--- src/rtl/hrp_pkg.sv ---
// Shared types, constants and matcher functions for the HTTP request byte parser.
// No dependencies; every other file uses this package.
package hrp_pkg;

    localparam int COUNT_WIDTH_DEF   = 32;
    localparam int VERSION_WIDTH_DEF = 8;
    localparam int QUEUE_DEPTH       = 2;

    // byte classes
    localparam logic [2:0] CLS_FRAMING = 3'd0;
    localparam logic [2:0] CLS_METHOD  = 3'd1;
    localparam logic [2:0] CLS_URL     = 3'd2;
    localparam logic [2:0] CLS_HNAME   = 3'd3;
    localparam logic [2:0] CLS_HVALUE  = 3'd4;
    localparam logic [2:0] CLS_BODY    = 3'd5;

    // status codes
    localparam logic [1:0] ST_BUSY = 2'd0;
    localparam logic [1:0] ST_DONE = 2'd1;
    localparam logic [1:0] ST_ERR  = 2'd2;

    // method codes
    localparam logic [2:0] MC_GET    = 3'd0;
    localparam logic [2:0] MC_POST   = 3'd1;
    localparam logic [2:0] MC_PUT    = 3'd2;
    localparam logic [2:0] MC_DELETE = 3'd3;
    localparam logic [2:0] MC_OTHER  = 3'd4;

    // header kinds
    localparam logic [1:0] HDR_NONE = 2'd0;
    localparam logic [1:0] HDR_CLEN = 2'd1;
    localparam logic [1:0] HDR_TENC = 2'd2;
    localparam logic [1:0] HDR_CONN = 2'd3;

    // characters
    localparam logic [7:0] CH_HT    = 8'h09;
    localparam logic [7:0] CH_LF    = 8'h0a;
    localparam logic [7:0] CH_CR    = 8'h0d;
    localparam logic [7:0] CH_SP    = 8'h20;
    localparam logic [7:0] CH_PLUS  = 8'h2b;
    localparam logic [7:0] CH_DOT   = 8'h2e;
    localparam logic [7:0] CH_SLASH = 8'h2f;
    localparam logic [7:0] CH_ZERO  = 8'h30;
    localparam logic [7:0] CH_COLON = 8'h3a;
    localparam logic [7:0] CH_SEMI  = 8'h3b;
    localparam logic [7:0] CH_EQ    = 8'h3d;
    localparam logic [7:0] CH_LX    = 8'h78;

    localparam logic [14*8-1:0] HN_CLEN = "content-length";
    localparam logic [17*8-1:0] HN_TENC = "transfer-encoding";
    localparam logic [10*8-1:0] HN_CONN = "connection";
    localparam logic [7*8-1:0]  HV_CHUNKED = "chunked";
    localparam logic [10*8-1:0] HV_KEEP    = "keep-alive";
    localparam logic [5*8-1:0]  VER_TEXT   = "HTTP/";

    localparam logic [7:0] TRIE_CH [16] = '{8'h00, "E", "T", 8'h00, "O", "S", "T", 8'h00,
                                            "T", 8'h00, "E", "L", "E", "T", "E", 8'h00};
    localparam logic [3:0] TRIE_NX [16] = '{4'd0, 4'd2, 4'd3, 4'd0, 4'd5, 4'd6, 4'd7, 4'd0,
                                            4'd9, 4'd0, 4'd11, 4'd12, 4'd13, 4'd14, 4'd15,
                                            4'd0};

    typedef enum logic [4:0] {
        PH_MSTART, PH_METHOD, PH_USTART, PH_URL, PH_VH, PH_VHT, PH_VHTT, PH_VHTTP,
        PH_VSLASH, PH_MAJ0, PH_MAJ, PH_MIN0, PH_MIN, PH_HLF, PH_LINE, PH_LWS,
        PH_NAME, PH_SP, PH_VSTART, PH_VALUE, PH_ENDLF, PH_BODY, PH_CSIZE, PH_CEXT,
        PH_CRONLY, PH_CSLF, PH_CZERO, PH_CFINAL, PH_TNAME, PH_CDATA, PH_CDCR, PH_CDLF
    } t_phase;

    // pre-classified request byte, as queued between front and back
    typedef struct packed {
        logic [7:0] data;
        logic [7:0] lc;
        logic       start;
        logic       tok;
        logic       ctl;
        logic       dig;
        logic       alpha;
        logic       hex_ok;
        logic [3:0] hex_val;
    } t_qent;

    typedef struct packed {
        logic have;
        logic conn;
        logic keep;
        logic chunk;
        logic done;
        logic err;
    } t_flags;

    function automatic logic [4:0] hdr_len(logic [1:0] cand);
        logic [4:0] l;
        unique case (cand)
            HDR_CLEN: l = 5'd14;
            HDR_TENC: l = 5'd17;
            HDR_CONN: l = 5'd10;
            default:  l = 5'd0;
        endcase
        return l;
    endfunction

    function automatic logic [7:0] name_char(logic [1:0] cand, logic [4:0] pos);
        logic [7:0] ch;
        ch = 8'h00;
        unique case (cand)
            HDR_CLEN: if (pos < 5'd14) ch = HN_CLEN[8*(13-int'(pos)) +: 8];
            HDR_TENC: if (pos < 5'd17) ch = HN_TENC[8*(16-int'(pos)) +: 8];
            HDR_CONN: if (pos < 5'd10) ch = HN_CONN[8*(9-int'(pos)) +: 8];
            default:  ch = 8'h00;
        endcase
        return ch;
    endfunction

    function automatic logic [7:0] value_char(logic [1:0] kind, logic [4:0] pos);
        logic [7:0] ch;
        ch = 8'h00;
        if (kind == HDR_TENC) begin
            if (pos < 5'd7) ch = HV_CHUNKED[8*(6-int'(pos)) +: 8];
        end else if (pos < 5'd10) begin
            ch = HV_KEEP[8*(9-int'(pos)) +: 8];
        end
        return ch;
    endfunction

    function automatic logic [6:0] name_next(logic first, logic [6:0] nm, logic [7:0] lc);
        logic [1:0] cand;
        logic [4:0] pos;
        logic [6:0] r;
        r    = '0;
        cand = nm[6:5];
        pos  = nm[4:0];
        if (first) begin
            if (lc == "c")      r = {HDR_CLEN, 5'd1};
            else if (lc == "t") r = {HDR_TENC, 5'd1};
        end else if (cand != HDR_NONE) begin
            // "con" branches to connection on 'n'
            if (cand == HDR_CLEN && pos == 5'd3 && lc == "n") cand = HDR_CONN;
            if (pos < hdr_len(cand) && name_char(cand, pos) == lc) r = {cand, pos + 5'd1};
        end
        return r;
    endfunction

    function automatic logic [3:0] trie_next(logic first, logic [3:0] st, logic [7:0] c);
        logic [3:0] r;
        r = 4'd0;
        if (first) begin
            if (c == "G")      r = 4'd1;
            else if (c == "P") r = 4'd4;
            else if (c == "D") r = 4'd10;
        end else if (st == 4'd4 && c == "U") begin
            r = 4'd8;
        end else if (TRIE_CH[st] != 8'h00 && TRIE_CH[st] == c) begin
            r = TRIE_NX[st];
        end
        return r;
    endfunction

    function automatic logic [2:0] method_code_of(logic [3:0] st);
        logic [2:0] m;
        unique case (st)
            4'd3:    m = MC_GET;
            4'd7:    m = MC_POST;
            4'd9:    m = MC_PUT;
            4'd15:   m = MC_DELETE;
            default: m = MC_OTHER;
        endcase
        return m;
    endfunction

endpackage

--- src/rtl/hrp_if.sv ---
// Valid/ready channel interfaces for request bytes and tagged result bytes.
// Depends on hrp_pkg for the default field widths.
interface hrp_byte_if;
    logic       valid;
    logic       ready;
    logic [7:0] data_byte;
    logic       start_req;

    modport source (output valid, data_byte, start_req, input ready);
    modport sink   (input valid, data_byte, start_req, output ready);
endinterface

interface hrp_res_if #(
    parameter int COUNT_WIDTH   = hrp_pkg::COUNT_WIDTH_DEF,
    parameter int VERSION_WIDTH = hrp_pkg::VERSION_WIDTH_DEF
);
    logic                     valid;
    logic                     ready;
    logic [7:0]               byte_echo;
    logic [2:0]               byte_class;
    logic                     field_first;
    logic [1:0]               status;
    logic [2:0]               method_code;
    logic [VERSION_WIDTH-1:0] version_major;
    logic [VERSION_WIDTH-1:0] version_minor;
    logic                     keep_alive;
    logic                     is_chunked;
    logic [COUNT_WIDTH-1:0]   content_length;

    modport source (output valid, byte_echo, byte_class, field_first, status, method_code,
                    version_major, version_minor, keep_alive, is_chunked, content_length,
                    input ready);
    modport sink   (input valid, byte_echo, byte_class, field_first, status, method_code,
                    version_major, version_minor, keep_alive, is_chunked, content_length,
                    output ready);
endinterface

--- src/rtl/hrp_front.sv ---
// Front end: accepts request bytes and classifies each character.
// Depends on hrp_pkg and hrp_byte_if.
module hrp_front (
    hrp_byte_if.sink        i_req,
    input  logic            i_q_full,
    output logic            o_push,
    output hrp_pkg::t_qent  o_ent
);
    import hrp_pkg::*;

    logic [7:0] c;
    logic       sep;

    assign c = i_req.data_byte;
    assign i_req.ready = !i_q_full;
    assign o_push = i_req.valid && !i_q_full;

    always_comb begin
        unique case (c)
            "(", ")", "<", ">", "@", ",", ";", ":", "\\", "\"", "/", "[", "]", "?",
            "=", "{", "}", CH_SP, CH_HT: sep = 1'b1;
            default: sep = 1'b0;
        endcase
        o_ent.data    = c;
        o_ent.start   = i_req.start_req;
        o_ent.lc      = (c >= "A" && c <= "Z") ? c + 8'd32 : c;
        o_ent.ctl     = (c <= 8'd31) || (c == 8'd127);
        o_ent.tok     = !c[7] && !o_ent.ctl && !sep;
        o_ent.dig     = (c >= "0" && c <= "9");
        o_ent.alpha   = (o_ent.lc >= "a" && o_ent.lc <= "z");
        o_ent.hex_ok  = o_ent.dig || (o_ent.lc >= "a" && o_ent.lc <= "f");
        o_ent.hex_val = o_ent.dig ? c[3:0] : 4'(o_ent.lc - "a" + 8'd10);
    end

endmodule

--- src/rtl/hrp_queue.sv ---
// Short queue of classified bytes between the front end and the parser.
// Depends on hrp_pkg.
module hrp_queue (
    input  logic            i_clk,
    input  logic            i_rst_n,
    input  logic            i_push,
    input  hrp_pkg::t_qent  i_ent,
    input  logic            i_pop,
    output logic            o_full,
    output logic            o_valid,
    output hrp_pkg::t_qent  o_ent
);
    import hrp_pkg::*;

    localparam int AW = $clog2(QUEUE_DEPTH);

    t_qent             r_mem [QUEUE_DEPTH];
    logic [AW-1:0]     r_wp, n_wp, r_rp, n_rp;
    logic [AW:0]       r_cnt, n_cnt;

    assign o_full  = (r_cnt == (AW+1)'(QUEUE_DEPTH));
    assign o_valid = (r_cnt != '0);
    assign o_ent   = r_mem[r_rp];

    always_comb begin
        n_wp  = i_push ? ((r_wp == AW'(QUEUE_DEPTH-1)) ? '0 : r_wp + 1'b1) : r_wp;
        n_rp  = i_pop  ? ((r_rp == AW'(QUEUE_DEPTH-1)) ? '0 : r_rp + 1'b1) : r_rp;
        n_cnt = r_cnt + (AW+1)'(i_push) - (AW+1)'(i_pop);
    end

    always_ff @(posedge i_clk) begin
        if (!i_rst_n) begin
            r_wp  <= '0;
            r_rp  <= '0;
            r_cnt <= '0;
        end else begin
            r_wp  <= n_wp;
            r_rp  <= n_rp;
            r_cnt <= n_cnt;
        end
        if (i_push) r_mem[r_wp] <= i_ent;
    end

    a_cnt_bound: assert property (@(posedge i_clk) disable iff (!i_rst_n)
        r_cnt <= (AW+1)'(QUEUE_DEPTH)) else $error("queue count overflow");
    a_pop_nonempty: assert property (@(posedge i_clk) disable iff (!i_rst_n)
        i_pop |-> r_cnt != '0) else $error("pop from empty queue");
    a_push_grows: assert property (@(posedge i_clk) disable iff (!i_rst_n)
        i_push && !i_pop |=> r_cnt == $past(r_cnt) + 1'b1) else $error("push lost");

endmodule

--- src/rtl/hrp_back.sv ---
// Back end: request parser state machine, matchers, counters and result register.
// Depends on hrp_pkg, hrp_queue output and hrp_res_if.
module hrp_back #(
    parameter int COUNT_WIDTH   = hrp_pkg::COUNT_WIDTH_DEF,
    parameter int VERSION_WIDTH = hrp_pkg::VERSION_WIDTH_DEF
) (
    input  logic            i_clk,
    input  logic            i_rst_n,
    input  logic            i_q_valid,
    input  hrp_pkg::t_qent  i_ent,
    output logic            o_pop,
    hrp_res_if.source       o_res
);
    import hrp_pkg::*;

    localparam int CW = COUNT_WIDTH;
    localparam int VW = VERSION_WIDTH;

    function automatic logic [CW-1:0] cnt_acc(logic [CW-1:0] v, logic [3:0] d, logic hex);
        logic [CW+3:0] w;
        w = hex ? {v, 4'b0} : ({1'b0, v, 3'b0} + {3'b0, v, 1'b0});
        w = w + (CW+4)'(d);
        return (w[CW+3:CW] != 4'd0) ? '1 : w[CW-1:0];
    endfunction

    function automatic logic [VW-1:0] ver_acc(logic [VW-1:0] v, logic [3:0] d);
        logic [VW+3:0] w;
        w = ({1'b0, v, 3'b0} + {3'b0, v, 1'b0}) + (VW+4)'(d);
        return (w[VW+3:VW] != 4'd0) ? '1 : w[VW-1:0];
    endfunction

    t_phase        r_phase, n_phase, cur_phase;
    logic [3:0]    r_meth, n_meth, cur_meth;
    logic [6:0]    r_name, n_name, cur_name;
    logic [4:0]    r_vm, n_vm, cur_vm;
    logic [VW-1:0] r_maj, n_maj, cur_maj;
    logic [VW-1:0] r_min, n_min, cur_min;
    logic [CW-1:0] r_len, n_len, cur_len;
    logic [CW-1:0] r_vn, n_vn, cur_vn;
    logic [CW-1:0] r_rem, n_rem, cur_rem;
    t_flags        r_flags, n_flags, cur_flags;

    logic [1:0]    kind;
    logic [4:0]    vf_vm, hx_vm;
    logic [CW-1:0] vf_vn, hx_vn;
    logic [7:0]    c;
    logic [2:0]    cls;
    logic          first, err;
    logic          ka;

    logic            r_out_valid;
    logic [7:0]      r_echo;
    logic [2:0]      r_cls;
    logic            r_first;
    logic [1:0]      r_status;
    logic [2:0]      r_mcode;
    logic            r_ka;

    assign o_pop = i_q_valid && (!r_out_valid || o_res.ready);
    assign c     = i_ent.data;

    always_comb begin
        cur_phase = i_ent.start ? PH_MSTART : r_phase;
        cur_meth  = i_ent.start ? '0 : r_meth;
        cur_name  = i_ent.start ? '0 : r_name;
        cur_vm    = i_ent.start ? '0 : r_vm;
        cur_maj   = i_ent.start ? '0 : r_maj;
        cur_min   = i_ent.start ? '0 : r_min;
        cur_len   = i_ent.start ? '0 : r_len;
        cur_vn    = i_ent.start ? '0 : r_vn;
        cur_rem   = i_ent.start ? '0 : r_rem;
        cur_flags = i_ent.start ? '0 : r_flags;
    end

    // header value matcher and decimal length reader
    always_comb begin
        kind = (cur_name[6:5] != HDR_NONE && cur_name[4:0] == hdr_len(cur_name[6:5]))
             ? cur_name[6:5] : HDR_NONE;
        vf_vm = cur_vm;
        vf_vn = cur_vn;
        if (kind == HDR_CLEN) begin
            if (cur_vm == 5'd0 && c == CH_SP) begin
                vf_vm = cur_vm;
            end else if (cur_vm == 5'd0 && c == CH_PLUS) begin
                vf_vm = 5'd1;
            end else if (cur_vm <= 5'd2 && i_ent.dig) begin
                vf_vn = cnt_acc(cur_vn, c[3:0], 1'b0);
                vf_vm = 5'd2;
            end else begin
                vf_vm = 5'd3;
            end
        end else if (kind != HDR_NONE) begin
            if (cur_vm < ((kind == HDR_TENC) ? 5'd7 : 5'd10) &&
                value_char(kind, cur_vm) == i_ent.lc)
                vf_vm = cur_vm + 5'd1;
            else
                vf_vm = 5'd31;
        end
    end

    // chunk size reader: 0 empty, 1 stopped, 2 digits, 3 lone zero, 4 after 0x
    always_comb begin
        hx_vm = cur_vm;
        hx_vn = cur_vn;
        if (cur_vm != 5'd1) begin
            if (i_ent.hex_ok) begin
                if (cur_vm == 5'd0 && c == CH_ZERO) begin
                    hx_vm = 5'd3;
                end else begin
                    hx_vn = cnt_acc(cur_vn, i_ent.hex_val, 1'b1);
                    hx_vm = 5'd2;
                end
            end else begin
                hx_vm = (cur_vm == 5'd3 && i_ent.lc == CH_LX) ? 5'd4 : 5'd1;
            end
        end
    end

    always_comb begin
        n_phase = cur_phase;
        n_meth  = cur_meth;
        n_name  = cur_name;
        n_vm    = cur_vm;
        n_maj   = cur_maj;
        n_min   = cur_min;
        n_len   = cur_len;
        n_vn    = cur_vn;
        n_rem   = cur_rem;
        n_flags = cur_flags;
        cls     = CLS_FRAMING;
        first   = 1'b0;
        err     = 1'b0;
        if (!(cur_flags.done || cur_flags.err)) begin
            unique case (cur_phase)
                PH_MSTART: begin
                    if (i_ent.tok) begin
                        n_meth = trie_next(1'b1, 4'd0, c);
                        cls = CLS_METHOD;
                        first = 1'b1;
                        n_phase = PH_METHOD;
                    end else err = 1'b1;
                end
                PH_METHOD: begin
                    if (c == CH_SP) n_phase = PH_USTART;
                    else if (i_ent.tok) begin
                        n_meth = trie_next(1'b0, cur_meth, c);
                        cls = CLS_METHOD;
                    end else err = 1'b1;
                end
                PH_USTART: begin
                    if (i_ent.ctl) err = 1'b1;
                    else begin
                        cls = CLS_URL;
                        first = 1'b1;
                        n_phase = PH_URL;
                    end
                end
                PH_URL: begin
                    if (c == CH_SP) n_phase = PH_VH;
                    else if (c == CH_CR) begin
                        // HTTP/0.9 request line
                        n_maj = '0;
                        n_min = VW'(9);
                        n_flags.done = 1'b1;
                    end else if (i_ent.ctl) err = 1'b1;
                    else cls = CLS_URL;
                end
                PH_VH, PH_VHT, PH_VHTT, PH_VHTTP, PH_VSLASH: begin
                    if (c == VER_TEXT[8*(4 - int'(cur_phase - PH_VH)) +: 8]) begin
                        if (cur_phase == PH_VSLASH) begin
                            n_maj = '0;
                            n_min = '0;
                        end
                        n_phase = t_phase'(cur_phase + 5'd1);
                    end else err = 1'b1;
                end
                PH_MAJ0: begin
                    if (i_ent.dig) begin
                        n_maj = ver_acc('0, c[3:0]);
                        n_phase = PH_MAJ;
                    end else err = 1'b1;
                end
                PH_MAJ: begin
                    if (c == CH_DOT) n_phase = PH_MIN0;
                    else if (i_ent.dig) n_maj = ver_acc(cur_maj, c[3:0]);
                    else err = 1'b1;
                end
                PH_MIN0: begin
                    if (i_ent.dig) begin
                        n_min = ver_acc('0, c[3:0]);
                        n_phase = PH_MIN;
                    end else err = 1'b1;
                end
                PH_MIN: begin
                    if (c == CH_CR) n_phase = PH_HLF;
                    else if (i_ent.dig) n_min = ver_acc(cur_min, c[3:0]);
                    else err = 1'b1;
                end
                PH_HLF: begin
                    if (c == CH_LF) n_phase = PH_LINE;
                    else err = 1'b1;
                end
                PH_LINE: begin
                    if (c == CH_CR) n_phase = PH_ENDLF;
                    else if (cur_flags.have && (c == CH_SP || c == CH_HT)) n_phase = PH_LWS;
                    else if (!i_ent.tok) err = 1'b1;
                    else begin
                        n_name = name_next(1'b1, 7'd0, i_ent.lc);
                        n_vm = '0;
                        n_vn = '0;
                        cls = CLS_HNAME;
                        first = 1'b1;
                        n_phase = PH_NAME;
                    end
                end
                PH_LWS: begin
                    if (c == CH_CR) n_phase = PH_HLF;
                    else if (c == CH_SP || c == CH_HT) n_phase = PH_LWS;
                    else if (i_ent.ctl) err = 1'b1;
                    else begin
                        n_vm = vf_vm;
                        n_vn = vf_vn;
                        cls = CLS_HVALUE;
                        n_phase = PH_VALUE;
                    end
                end
                PH_NAME: begin
                    if (c == CH_COLON) n_phase = PH_SP;
                    else if (!i_ent.tok) err = 1'b1;
                    else begin
                        n_name = name_next(1'b0, cur_name, i_ent.lc);
                        cls = CLS_HNAME;
                    end
                end
                PH_SP: begin
                    if (c == CH_SP) n_phase = PH_VSTART;
                    else err = 1'b1;
                end
                PH_VSTART, PH_VALUE: begin
                    if (c == CH_CR) begin
                        n_flags.have = 1'b1;
                        if (kind == HDR_CONN) begin
                            n_flags.conn = 1'b1;
                            n_flags.keep = (cur_vm == 5'd10);
                        end
                        if (method_code_of(cur_meth) == MC_POST ||
                            method_code_of(cur_meth) == MC_PUT ||
                            method_code_of(cur_meth) == MC_DELETE) begin
                            if (kind == HDR_CLEN) n_len = cur_vn;
                            if (kind == HDR_TENC && cur_vm == 5'd7) n_flags.chunk = 1'b1;
                        end
                        n_phase = PH_HLF;
                    end else if (i_ent.ctl) err = 1'b1;
                    else begin
                        n_vm = vf_vm;
                        n_vn = vf_vn;
                        cls = CLS_HVALUE;
                        first = (cur_phase == PH_VSTART);
                        n_phase = PH_VALUE;
                    end
                end
                PH_ENDLF: begin
                    if (c != CH_LF) err = 1'b1;
                    else if (cur_flags.chunk) begin
                        n_vn = '0;
                        n_vm = '0;
                        n_phase = PH_CSIZE;
                    end else if (cur_len == '0) n_flags.done = 1'b1;
                    else begin
                        n_rem = cur_len;
                        n_phase = PH_BODY;
                    end
                end
                PH_BODY: begin
                    cls = CLS_BODY;
                    if (cur_rem <= CW'(1)) begin
                        n_rem = '0;
                        n_flags.done = 1'b1;
                    end else n_rem = cur_rem - 1'b1;
                end
                PH_CSIZE: begin
                    if (i_ent.alpha || i_ent.dig) begin
                        n_vm = hx_vm;
                        n_vn = hx_vn;
                    end else if (c == CH_SEMI) n_phase = PH_CEXT;
                    else if (c == CH_CR) n_phase = PH_CSLF;
                    else err = 1'b1;
                end
                PH_CEXT: begin
                    if (c == CH_EQ) n_phase = PH_CRONLY;
                    else if (c == CH_CR) n_phase = PH_CSLF;
                    else err = 1'b1;
                end
                PH_CRONLY: begin
                    if (c == CH_CR) n_phase = PH_CSLF;
                    else err = 1'b1;
                end
                PH_CSLF: begin
                    if (c != CH_LF) err = 1'b1;
                    else begin
                        n_vn = '0;
                        n_vm = '0;
                        if (cur_vn == '0) n_phase = PH_CZERO;
                        else begin
                            n_rem = cur_vn;
                            n_phase = PH_CDATA;
                        end
                    end
                end
                PH_CZERO: begin
                    if (c == CH_CR) n_phase = PH_CFINAL;
                    else if (i_ent.alpha) n_phase = PH_TNAME;
                    else err = 1'b1;
                end
                PH_CFINAL: begin
                    if (c == CH_LF) n_flags.done = 1'b1;
                    else err = 1'b1;
                end
                PH_TNAME: begin
                    if (c == CH_COLON) n_phase = PH_CRONLY;
                    else err = 1'b1;
                end
                PH_CDATA: begin
                    cls = CLS_BODY;
                    if (cur_rem <= CW'(1)) begin
                        n_rem = '0;
                        n_phase = PH_CDCR;
                    end else n_rem = cur_rem - 1'b1;
                end
                PH_CDCR: begin
                    if (c == CH_CR) n_phase = PH_CDLF;
                    else err = 1'b1;
                end
                PH_CDLF: begin
                    if (c == CH_LF) begin
                        n_vn = '0;
                        n_vm = '0;
                        n_phase = PH_CSIZE;
                    end else err = 1'b1;
                end
                default: err = 1'b1;
            endcase
            if (err) begin
                n_flags.err = 1'b1;
                cls = CLS_FRAMING;
                first = 1'b0;
            end
        end
        if (n_flags.conn) ka = n_flags.keep;
        else ka = (n_maj > VW'(1)) || (n_maj == VW'(1) && n_min >= VW'(1));
    end

    always_ff @(posedge i_clk) begin
        if (!i_rst_n) begin
            r_phase     <= PH_MSTART;
            r_meth      <= '0;
            r_name      <= '0;
            r_vm        <= '0;
            r_maj       <= '0;
            r_min       <= '0;
            r_len       <= '0;
            r_vn        <= '0;
            r_rem       <= '0;
            r_flags     <= '0;
            r_out_valid <= 1'b0;
        end else begin
            if (o_pop) begin
                r_phase <= n_phase;
                r_meth  <= n_meth;
                r_name  <= n_name;
                r_vm    <= n_vm;
                r_maj   <= n_maj;
                r_min   <= n_min;
                r_len   <= n_len;
                r_vn    <= n_vn;
                r_rem   <= n_rem;
                r_flags <= n_flags;
            end
            if (o_pop) r_out_valid <= 1'b1;
            else if (o_res.ready) r_out_valid <= 1'b0;
        end
        if (o_pop) begin
            r_echo   <= c;
            r_cls    <= cls;
            r_first  <= first;
            r_status <= n_flags.err ? ST_ERR : (n_flags.done ? ST_DONE : ST_BUSY);
            r_mcode  <= method_code_of(n_meth);
            r_ka     <= ka;
        end
    end

    assign o_res.valid          = r_out_valid;
    assign o_res.byte_echo      = r_echo;
    assign o_res.byte_class     = r_cls;
    assign o_res.field_first    = r_first;
    assign o_res.status         = r_status;
    assign o_res.method_code    = r_mcode;
    assign o_res.version_major  = r_maj;
    assign o_res.version_minor  = r_min;
    assign o_res.keep_alive     = r_ka;
    assign o_res.is_chunked     = r_flags.chunk;
    assign o_res.content_length = r_len;

    a_err_sticky: assert property (@(posedge i_clk) disable iff (!i_rst_n)
        r_flags.err && !(o_pop && i_ent.start) |=> r_flags.err)
        else $error("error flag dropped without start");
    a_done_err_excl: assert property (@(posedge i_clk) disable iff (!i_rst_n)
        !(r_flags.done && r_flags.err)) else $error("done and error both set");
    a_body_count: assert property (@(posedge i_clk) disable iff (!i_rst_n)
        r_phase == PH_BODY && !r_flags.done |-> r_rem != '0)
        else $error("body phase with nothing remaining");

endmodule

--- src/rtl/http_request_byte_parser_core.sv ---
// Top level of the HTTP request byte parser: front classifier, queue, parser back end.
// Depends on hrp_pkg, hrp_if, hrp_front, hrp_queue and hrp_back.
//
// Usage: request bytes enter on i_req (data_byte, start_req) with valid/ready; each
// accepted byte yields exactly one tagged result on o_res: the byte echoed, its
// class, a field-start mark, the running status and the request summary (method,
// version, keep-alive, chunked, content length). Raise start_req with the first
// byte of a new request to clear all parse state before that byte is parsed.
// An accepted byte is written into the two-entry queue, then popped by the parser,
// which registers the result and raises o_res.valid; the classifier is combinational.
// Throughput is one byte per cycle while o_res.ready is high; the parser state
// machine updates once per byte and a two-entry queue decouples the classifier
// from the parser.
// When the receiver holds o_res.ready low the result register holds, the parser
// stalls, and the queue absorbs up to two more bytes before i_req.ready drops.
// Synchronous reset (i_rst_n low) empties the queue, drops o_res.valid and puts the
// parser at the start of a method.
module http_request_byte_parser_core #(
    parameter int COUNT_WIDTH   = hrp_pkg::COUNT_WIDTH_DEF,
    parameter int VERSION_WIDTH = hrp_pkg::VERSION_WIDTH_DEF
) (
    input  logic      i_clk,
    input  logic      i_rst_n,
    hrp_byte_if.sink  i_req,
    hrp_res_if.source o_res
);
    import hrp_pkg::*;

    logic  q_full;
    logic  q_push;
    logic  q_valid;
    logic  q_pop;
    t_qent q_in;
    t_qent q_out;

    hrp_front u_front (
        .i_req    (i_req),
        .i_q_full (q_full),
        .o_push   (q_push),
        .o_ent    (q_in)
    );

    hrp_queue u_queue (
        .i_clk   (i_clk),
        .i_rst_n (i_rst_n),
        .i_push  (q_push),
        .i_ent   (q_in),
        .i_pop   (q_pop),
        .o_full  (q_full),
        .o_valid (q_valid),
        .o_ent   (q_out)
    );

    hrp_back #(
        .COUNT_WIDTH   (COUNT_WIDTH),
        .VERSION_WIDTH (VERSION_WIDTH)
    ) u_back (
        .i_clk     (i_clk),
        .i_rst_n   (i_rst_n),
        .i_q_valid (q_valid),
        .i_ent     (q_out),
        .o_pop     (q_pop),
        .o_res     (o_res)
    );

endmodule
--- src/flat_wrapper.sv ---
// flat-port wrapper written by rule: the top's interface ports become plain ports
module http_request_byte_parser_core_flat import hrp_pkg::*;
#(
    parameter int COUNT_WIDTH   = hrp_pkg::COUNT_WIDTH_DEF,
    parameter int VERSION_WIDTH = hrp_pkg::VERSION_WIDTH_DEF
)
  (i_clk, i_rst_n, i_req_valid, i_req_data_byte, i_req_start_req, i_req_ready, o_res_valid, o_res_byte_echo, o_res_byte_class, o_res_field_first, o_res_status, o_res_method_code, o_res_version_major, o_res_version_minor, o_res_keep_alive, o_res_is_chunked, o_res_content_length, o_res_ready);
  hrp_byte_if i_req_i ();
  hrp_res_if #(.COUNT_WIDTH(COUNT_WIDTH), .VERSION_WIDTH(VERSION_WIDTH)) o_res_i ();
  input  logic i_clk;
  input  logic i_rst_n;
  input wire logic [$bits(i_req_i.valid)-1:0] i_req_valid;
  input wire logic [$bits(i_req_i.data_byte)-1:0] i_req_data_byte;
  input wire logic [$bits(i_req_i.start_req)-1:0] i_req_start_req;
  output wire logic [$bits(i_req_i.ready)-1:0] i_req_ready;
  output wire logic [$bits(o_res_i.valid)-1:0] o_res_valid;
  output wire logic [$bits(o_res_i.byte_echo)-1:0] o_res_byte_echo;
  output wire logic [$bits(o_res_i.byte_class)-1:0] o_res_byte_class;
  output wire logic [$bits(o_res_i.field_first)-1:0] o_res_field_first;
  output wire logic [$bits(o_res_i.status)-1:0] o_res_status;
  output wire logic [$bits(o_res_i.method_code)-1:0] o_res_method_code;
  output wire logic [$bits(o_res_i.version_major)-1:0] o_res_version_major;
  output wire logic [$bits(o_res_i.version_minor)-1:0] o_res_version_minor;
  output wire logic [$bits(o_res_i.keep_alive)-1:0] o_res_keep_alive;
  output wire logic [$bits(o_res_i.is_chunked)-1:0] o_res_is_chunked;
  output wire logic [$bits(o_res_i.content_length)-1:0] o_res_content_length;
  input wire logic [$bits(o_res_i.ready)-1:0] o_res_ready;
  assign i_req_i.valid = i_req_valid;
  assign i_req_i.data_byte = i_req_data_byte;
  assign i_req_i.start_req = i_req_start_req;
  assign i_req_ready = i_req_i.ready;
  assign o_res_valid = o_res_i.valid;
  assign o_res_byte_echo = o_res_i.byte_echo;
  assign o_res_byte_class = o_res_i.byte_class;
  assign o_res_field_first = o_res_i.field_first;
  assign o_res_status = o_res_i.status;
  assign o_res_method_code = o_res_i.method_code;
  assign o_res_version_major = o_res_i.version_major;
  assign o_res_version_minor = o_res_i.version_minor;
  assign o_res_keep_alive = o_res_i.keep_alive;
  assign o_res_is_chunked = o_res_i.is_chunked;
  assign o_res_content_length = o_res_i.content_length;
  assign o_res_i.ready = o_res_ready;
  http_request_byte_parser_core #(.COUNT_WIDTH(COUNT_WIDTH), .VERSION_WIDTH(VERSION_WIDTH)) u_core (.i_clk(i_clk), .i_rst_n(i_rst_n), .i_req(i_req_i), .o_res(o_res_i));
endmodule
--- config.mk ---
export PLATFORM = sky130hd
export DESIGN_NAME = http_request_byte_parser_core_flat
export DESIGN_NICKNAME = d
export VERILOG_FILES = /design/src/rtl/hrp_pkg.sv /design/src/rtl/hrp_if.sv /design/src/rtl/hrp_front.sv /design/src/rtl/hrp_queue.sv /design/src/rtl/hrp_back.sv /design/src/rtl/http_request_byte_parser_core.sv /design/src/flat_wrapper.sv
export SDC_FILE = /design/constraint.sdc
export NUM_CORES = 1
export LEC_CHECK = 0
export ABC_AREA = 1
export BUFFER_PORTS_ARGS = -buffer_cell sky130_fd_sc_hd__buf_2
export CELL_PAD_IN_SITES_DETAIL_PLACEMENT = 1
export CELL_PAD_IN_SITES_GLOBAL_PLACEMENT = 1
export CORE_UTILIZATION = 40
export DETAILED_ROUTE_END_ITERATION = 8
export PLACE_DENSITY = 0.7
export SLEW_MARGIN = 0
export SYNTH_ARGS = -nofsm -noshare
export SYNTH_HDL_FRONTEND = slang
export SYNTH_SLANG_ARGS = --single-unit
--- constraint.sdc ---
create_clock -name i_clk -period 5.7 [get_ports i_clk]
set_input_delay 1.425 -clock i_clk [delete_from_list [all_inputs] [get_ports i_clk]]
set_output_delay 1.425 -clock i_clk [all_outputs]
set_load 0.03 [all_outputs]
==> results of run 1 <==
worst max-delay path: stages, from the launching register on:
cell	delay, ns
dfxtp_1	0.37
buf_4	0.27
nand2_4	0.14
nand2_8	0.20
buf_4	0.49
nor2_1	0.15
buf_4	0.20
ha_1	0.29
ha_1	0.37
a21oi_1	0.22
o21ai_0	0.20
nor2_1	0.15
nor2_1	0.06
a211oi_1	0.19
nand2_1	0.12
o21ai_0	0.34
nand2_1	0.60
o21ai_0	0.38
nand4_1	0.12
nand2_1	0.10
a21oi_1	0.07
through the flow:
| stage | instances | hold slack (ns) | utilization [%] | power, mW | instance area, um2 |
|---|---|---|---|---|---|
| floorplan | 3504 | 0.426 | - | 5.91 | 21500 |
| finish | 4265 | 0.469 | 44.8 | 9.73 | 23700 |
| CTS | 4265 | 0.465 | 44.8 | 9.68 | 23700 |
| global placement | 4211 | 0.439 | 42.8 | 7.54 | 22600 |
| detailed placement | 4211 | 0.449 | 42.8 | 7.67 | 22600 |
| global route | 4265 | 0.485 | 44.8 | 10.3 | 23700 |
power groups by stage:
stage	sequential, mW	clock [mW]	combinational [mW]
5_1_grt	2.05	2.03	6.25
4_1_cts	2.01	1.99	5.67
2_1_floorplan	2.25	0	3.66
6_report	2.01	1.97	5.75
3_5_place_dp	2.04	0	5.64
3_3_place_gp	2.02	0	5.51
repair_timing:
item | in CTS | in global routing
setup endpoints to repair | 0 | 1
hold buffers | 0 | 0
resized for setup | 0 | 1
final timing paths:
kind / startpoint / to / slack [ns]
max: flip-flop / u_core.u_back.r_vn[11]$_SDFFE_PN0P_ / 0.49
min: u_core.u_back.r_vn[19]$_SDFFE_PN0P_ / u_core.u_back.r_vn[19]$_SDFFE_PN0P_ / 0.47
max reg2reg: flip-flop / u_core.u_back.r_vn[11]$_SDFFE_PN0P_ / 0.49
min reg2reg: u_core.u_back.r_vn[19]$_SDFFE_PN0P_ / u_core.u_back.r_vn[19]$_SDFFE_PN0P_ / 0.47
layer usage:
| metal | up-vias | wire length [um] | track usage (%) |
|---|---|---|---|
| met2 | 874 | 43300 | 55.8 |
| met5 | - | 13 | 0 |
| met1 | 12200 | 44200 | 48.3 |
| li1 | 11800 | - | - |
| met3 | 158 | 6540 | 4.63 |
| met4 | 2 | 2300 | 7.97 |
state kept, by name (all words and copies together) (netlist names), 3 cells and up, named ones only:
register / count
u_core.u_queue.r_mem: 42
u_core.u_back.o_res.content_length: 32
u_core.u_back.r_rem: 32
u_core.u_back.r_vn: 32
u_core.u_back.o_res.byte_echo: 8
u_core.u_back.o_res.version_major: 8
u_core.u_back.o_res.version_minor: 8
u_core.u_back.r_name: 7
u_core.u_back.r_flags: 5
u_core.u_back.r_phase: 5
u_core.u_back.r_vm: 5
u_core.u_back.r_meth: 4
u_core.u_back.o_res.byte_class: 3
u_core.u_back.o_res.method_code: 3
cells by family (layout without fill, tap and decap cells):
kind of cell,after synthesis,count (layout),synth area share (%)
buffers and inverters,619,692,11.5
xor gates and xnor gates,62,62,2.52
adders and majority gates,146,146,8.67
DFF,205,205,21.9
AOI/OAI and AO/OA,843,843,22.4
and+or+nand+nor,1629,1629,33.1
synth_stat cells, drive strengths merged, types with 18 or more instances:
| cell type | n | area, um2 |
|---|---|---|
| a211oi | 27 | 223 |
| a21oi | 374 | 1880 |
| a31oi | 18 | 113 |
| buf | 45 | 313 |
| clkbuf | 74 | 278 |
| dfxtp | 145 | 2900 |
| edfxtp | 60 | 1800 |
| ha | 141 | 1760 |
| inv | 494 | 1860 |
| nand2 | 905 | 3540 |
| nand3 | 185 | 968 |
| nand4 | 54 | 338 |
| nor2 | 382 | 1630 |
| nor3 | 54 | 317 |
| o211ai | 66 | 500 |
| o21ai | 263 | 1340 |
| o221ai | 25 | 219 |
| xor2 | 49 | 429 |
layout make-up:
| type | instances | area share [%] |
|---|---|---|
| Tap cell | 688 | 3.64 |
| Clock buffer | 32 | 3.16 |
| Multi-Input combinational cell | 2680 | 60.7 |
| Sequential cell | 205 | 19.9 |
| Inverter | 500 | 7.95 |
| Clock inverter | 22 | 1.18 |
| Timing Repair Buffer | 138 | 3.54 |
placed cells by master (no fill, tap or decap), types with 17 or more instances in the layout:
cell type	n
a211oi_1	23
a21oi_1	371
a31oi_1	18
buf_2	81
buf_4	56
clkbuf_16	29
dfxtp_1	145
edfxtp_1	60
ha_1	141
inv_1	435
inv_2	56
nand2_1	872
nand2_2	21
nand3_1	178
nand4_1	54
nor2_1	343
nor2_2	26
nor3_1	46
o211ai_1	65
o21ai_0	220
o21ai_1	41
o221ai_1	25
o22ai_1	17
xor2_1	49
==> flow_summary.yaml, run 1 <==
status:
  status: "finished, violations left"
  violations: "DRC"
critical_path:
  crit_path_end_kind: "flip-flop"
  worstPathMaxFanout: 34
  required_ns: 6.15
  rr_worst_depth: 20
  start_kind: "flip-flop"
  crit_type: "flip-flop to flip-flop"
  cp.arrival_ns: 5.65
floorplan:
  dieHeight_um: 234
  die-width_um: 234
  rows: 84
  initial_utilization_pct: 40.7
  ios: 82
  core_mm2: 0.0529
  die-area_mm2: 0.0547
global_routing:
  grt_max_degree: 78
  grt.total_usage_pct: 34.5
  antenna_found_initial: 1
  grt_pass1_vias: 24600
  overflow: 0
  grt_pass1_wl_mm: 146
min_path:
  hold_path_depth: 2
  hp-class: "flip-flop to flip-flop"
synth:
  async_flop_share_pct: 0
  synth_area_mm2: 0.0215
  yosysSeqAreaShare_pct: 21.9
  ys_warn_count: 0
  postSynthCellCount: 3504
  syn-num-nets: 3663
  synth_edf_count: 60
  synth_cell_types: 68
  synth_seq_cells: 205
  ys.flop_type: "dfxtp_1"
  postSynthAreaPerCell_um2: 6.14
routing:
  drt_iter0_markers: 1940
  routedWlPerCell_um: 22.6
  viasPerCell: 5.86
  drcViolationCount: 6
  postRouteAntennaNets: 0
  dr.pass1.iters: 7
  vias: 25000
  wl_mm: 96.3
cts:
  cts-htree-levels: 1
  cts_setup_buffers: 0
  cts_tree: "yes"
  clock_latency_ns: 0.59
  path_clk_slew_ns: 0.06
  cts.sinks: 205
  clockRootBuffer: "clkbuf_16"
  clockBufferDepth: 3
  numCtsBuffers: 29
place:
  globalplace.congestion: 1.02
  io_buffers: 81
  dpl.hpwl_mm: 74.7
  dp_slack_ns: 0.455
sta:
  skew_ns: 0.0236
  fmax_mhz: 192
  fin_crit_ns: 5.21
  setup_viol: 0
  tightestPinTransition_ns: 1.17
  timing.slew.headroom_pct: 21.8
  slew_viol_final: 0
  setup-tns-final_ns: 0
  fin_ws_ns: 0.494
  fin_crit_sh_pct: 91.3
  rsz0062_at_grt: "no"
  hold_viol: 0
final_layout:
  regArea_mm2: 0.00470
  syn2layout_area_growth_pct: 10.0
  multi_input_comb_area_mm2: 0.0144
  antenna_cells: 0
  nFillCells: 7260
  fin_nets: 3713
  layout-drive-gt1-share_pct: 9.98
power:
  power_frac_seq_pct: 20.7
  p_comb_share_pct: 59.1
  switching_power_mw: 5.23
  power_density_mw_per_mm2: 411
  p_sw_share_pct: 53.8
  internal_power_mw: 4.50
  ir_worst_vdd_mv: 0.504
  clkPwrFrac_pct: 20.3
  power_leakage_nw: 11.3
run:
  max_cap_violations: 0
No activity file was read; power rests on OpenSTA's default activity.
==> inputs of run 2 (changes only) <==
ABC_AREA = default   (was 1)
CAP_MARGIN = 20   (was default)
CTS_CLUSTER_DIAMETER = 40   (was default)
PLACE_DENSITY = 0.67   (was 0.7)
==> run 2 against run 1 <==
  * The run now ends clean
  * Final area rose by 0.56%
  * Clock power grew 61%
  * Final cell count is 17% lower
  * First-iteration DRC count up 23%
  * Critical path depth down 5
  * Area after synthesis decreased by 5.4%
  * Clock skew is 0.014 ns higher
==> flow_summary.yaml, run 2 <==
status:
  status: "finished, final reports clean"
sta:
  fin_crit_sh_pct: 93.9
  fin_crit_ns: 5.35
  hold_viol: 0
  skew_ns: 0.0371
  rsz0062_at_grt: "no"
  timing.slew.headroom_pct: 26.9
  setup_viol: 0
  setup-tns-final_ns: 0
  slew_viol_final: 0
  fmax_mhz: 187
  tightestPinTransition_ns: 1.07
cts:
  cts_setup_buffers: 0
  numCtsBuffers: 50
  cts_tree: "yes"
  cts.sinks: 205
  clockBufferDepth: 3
  cts_resized: 0
  clock_latency_ns: 0.63
  path_clk_slew_ns: 0.05
  clockRootBuffer: "clkbuf_16"
  cts-hold-fix-buffers: 0
  cts-htree-levels: 2
final_layout:
  largest_register_ffs: 42
  antenna_cells: 0
  syn2layout_area_growth_pct: 16.9
  layout-drive-gt1-share_pct: 13.3
  layout_commonest_cell: "nor2_1"
  fin_nets: 3007
  nFillCells: 6251
  top_register: "u_core.u_queue.r_mem"
  mostFrequentLayoutCells: "nor2_1, nand2_1, a21oi_1, o21ai_0, dfxtp_1"
synth:
  postSynthCellCount: 2764
  netlist.top_cell.by_area: "dfxtp_1"
  ys.flop_type: "dfxtp_1"
  synth_seq_cells: 205
  ys_warn_count: 0
  postSynthAreaPerCell_um2: 7.37
  synth_area_mm2: 0.0204
  synth_common_cells: "nor2_1, nand2_1, a21oi_1, o21ai_0, dfxtp_1"
  yosysMostFrequentCell: "nor2_1"
  async_flop_share_pct: 0
  yosysSeqAreaShare_pct: 23.1
  synth_cell_types: 107
  synth_top_cell_area_share_pct: 14.3
  synth_top_cells_by_area: "dfxtp_1, edfxtp_1, ha_1"
  syn-num-nets: 2923
  synth_edf_count: 60
global_routing:
  grt.total_usage_pct: 37.2
  overflow: 0
  grt_pass1_vias: 23700
  antenna_found_initial: 1
  grt_pass1_wl_mm: 147
  grt_max_degree: 86
critical_path:
  start_kind: "flip-flop"
  cp.arrival_ns: 5.67
  cp-endpoint: "u_core.u_back.o_res.keep_alive$_DFFE_PP_"
  rr_worst_depth: 15
  crit_type: "flip-flop to flip-flop"
  reg2reg_to: "u_core.u_back.o_res.keep_alive$_DFFE_PP_"
  worstPathMaxFanout: 85
  crit_path_end_kind: "flip-flop"
  required_ns: 6.02
  rrSetupSlack_ns: 0.35
power:
  switching_power_mw: 4.00
  clkPwrFrac_pct: 35.3
  ir_worst_vdd_mv: 0.524
  power_density_mw_per_mm2: 377
  p_sw_share_pct: 44.6
  p_total_mw: 8.98
  power_leakage_nw: 9.58
  p_comb_share_pct: 43.7
  internal_power_mw: 4.98
  power_frac_seq_pct: 21.0
floorplan:
  rows: 82
  ios: 82
  dieHeight_um: 228
  initial_utilization_pct: 40.6
  die-area_mm2: 0.0518
  core_mm2: 0.0502
  die-width_um: 228
run:
  max_cap_violations: 0
routing:
  viasPerCell: 6.66
  drcViolationCount: 0
  dr.pass1.iters: 6
  vias: 23700
  wl_mm: 97.8
  postRouteAntennaNets: 0
  routedWlPerCell_um: 27.5
  drt_iter0_markers: 2394
place:
  globalplace.congestion: 1.02
  io_buffers: 81
  dpl.hpwl_mm: 72.7
min_path:
  hp-class: "flip-flop to flip-flop"
==> run 2: cell count changes after synthesis, moves of 30 or more <==
cell / before / now
nand2_1: 874 / 269
inv_1: 436 / 86
a21oi_1: 372 / 256
nand3_1: 178 / 76
clkbuf_1: 74 / 138
a22oi_1: 3 / 62
inv_2: 57 / 1
nor2_1: 345 / 295
and2_1: 2 / 51
xnor2_1: 13 / 61
a31oi_1: 18 / 60
o21ai_1: 40 / 5
nor4_1: 13 / 45
a21o_1: 7 / 37
==> run 2: power by group through the flow <==
stage	sequential, mW	clock, mW	combinational (mW)
final	1.88	3.17	3.93
after global routing	1.90	3.26	4.16
after CTS	1.88	3.20	3.84
after detailed placement	1.90	0	3.82
after global placement	1.90	0	3.76
after floorplan	1.98	0	2.28
==> run 2: final cells by class <==
cell class              instances  area [um2]  share of cell area, %
clock buffers                  56        1290                   5.44
clock inverters                37         559                   2.35
inverters                      90         342                   1.43
multi-input cells            2290       14600                   61.4
flip-flops and latches        205        4710                   19.8
well taps                     672         841                   3.53
repair buffers                211        1440                   6.07
==> run 2: logic make-up (layout without fill, tap and decap cells) <==
kind of cell | count (synthesis) | count (layout) | synth area share (%)
compound gates | 1001 | 1001 | 32.4
fa+ha+maj | 147 | 147 | 9.21
mux | 33 | 33 | 1.99
flops | 205 | 205 | 23.1
xor+xnor | 83 | 83 | 3.57
buf+inv | 269 | 394 | 5.28
simple gates | 1026 | 1026 | 24.5
==> run 2: worst min path at each step <==
stage | from | end | slack (ns) | cells after the start
global placement | u_core.u_back.o_res.version_major[6]$_SDFFE_PN0P_ | u_core.u_back.o_res.version_major[6]$_SDFFE_PN0P_ | 0.45 | 2
floorplan | u_core.u_back.r_phase[3]$_SDFFE_PN0P_ | u_core.u_back.r_phase[3]$_SDFFE_PN0P_ | 0.44 | 2
finish | u_core.u_back.o_res.version_major[5]$_SDFFE_PN0P_ | u_core.u_back.o_res.version_major[5]$_SDFFE_PN0P_ | 0.47 | 2
CTS | u_core.u_back.r_phase[3]$_SDFFE_PN0P_ | u_core.u_back.r_phase[3]$_SDFFE_PN0P_ | 0.47 | 2
detailed placement | u_core.u_back.r_phase[3]$_SDFFE_PN0P_ | u_core.u_back.r_phase[3]$_SDFFE_PN0P_ | 0.47 | 2
global route | u_core.u_back.r_phase[3]$_SDFFE_PN0P_ | u_core.u_back.r_phase[3]$_SDFFE_PN0P_ | 0.50 | 2
==> run 2: stage by stage <==
step	setup WS (ns)	std cells	util (%)	hold WS, ns	area (um2)
4_1_cts	0.440	3560	47.4	0.473	23800
3_3_place_gp	0.689	3466	43.7	0.455	21900
6_report	0.348	3561	47.4	0.473	23800
3_5_place_dp	0.512	3467	43.7	0.467	21900
5_1_grt	0.0325	3561	47.4	0.499	23800
2_1_floorplan	0.00734	2764	-	0.437	20400
==> run 2: worst max-delay path, cell delays in order (launching register included) <==
cell and delay [ns]:
dfxtp_2 0.40, mux2i_4 0.33, buf_12 0.36, and2_0 0.41, fa_1 0.52, fa_1 0.43, a21oi_1 0.22, a2bb2oi_1 0.29
o2bb2ai_1 0.17, o2111ai_1 0.33, o221a_2 0.38, a21oi_1 0.25, a31oi_1 0.12, a211o_1 0.23, a2111oi_0 0.36, a31oi_1 0.13
==> run 2: routing by layer <==
metal / global-route usage, % / up-vias / routed length (um)
li1: - / 10600 / -
met1: 47.8 / 11800 / 41000
met2: 60.4 / 1044 / 44700
met3: 6.48 / 236 / 7130
met4: 17.3 / 0 / 4950
met5: 0 / - / 0
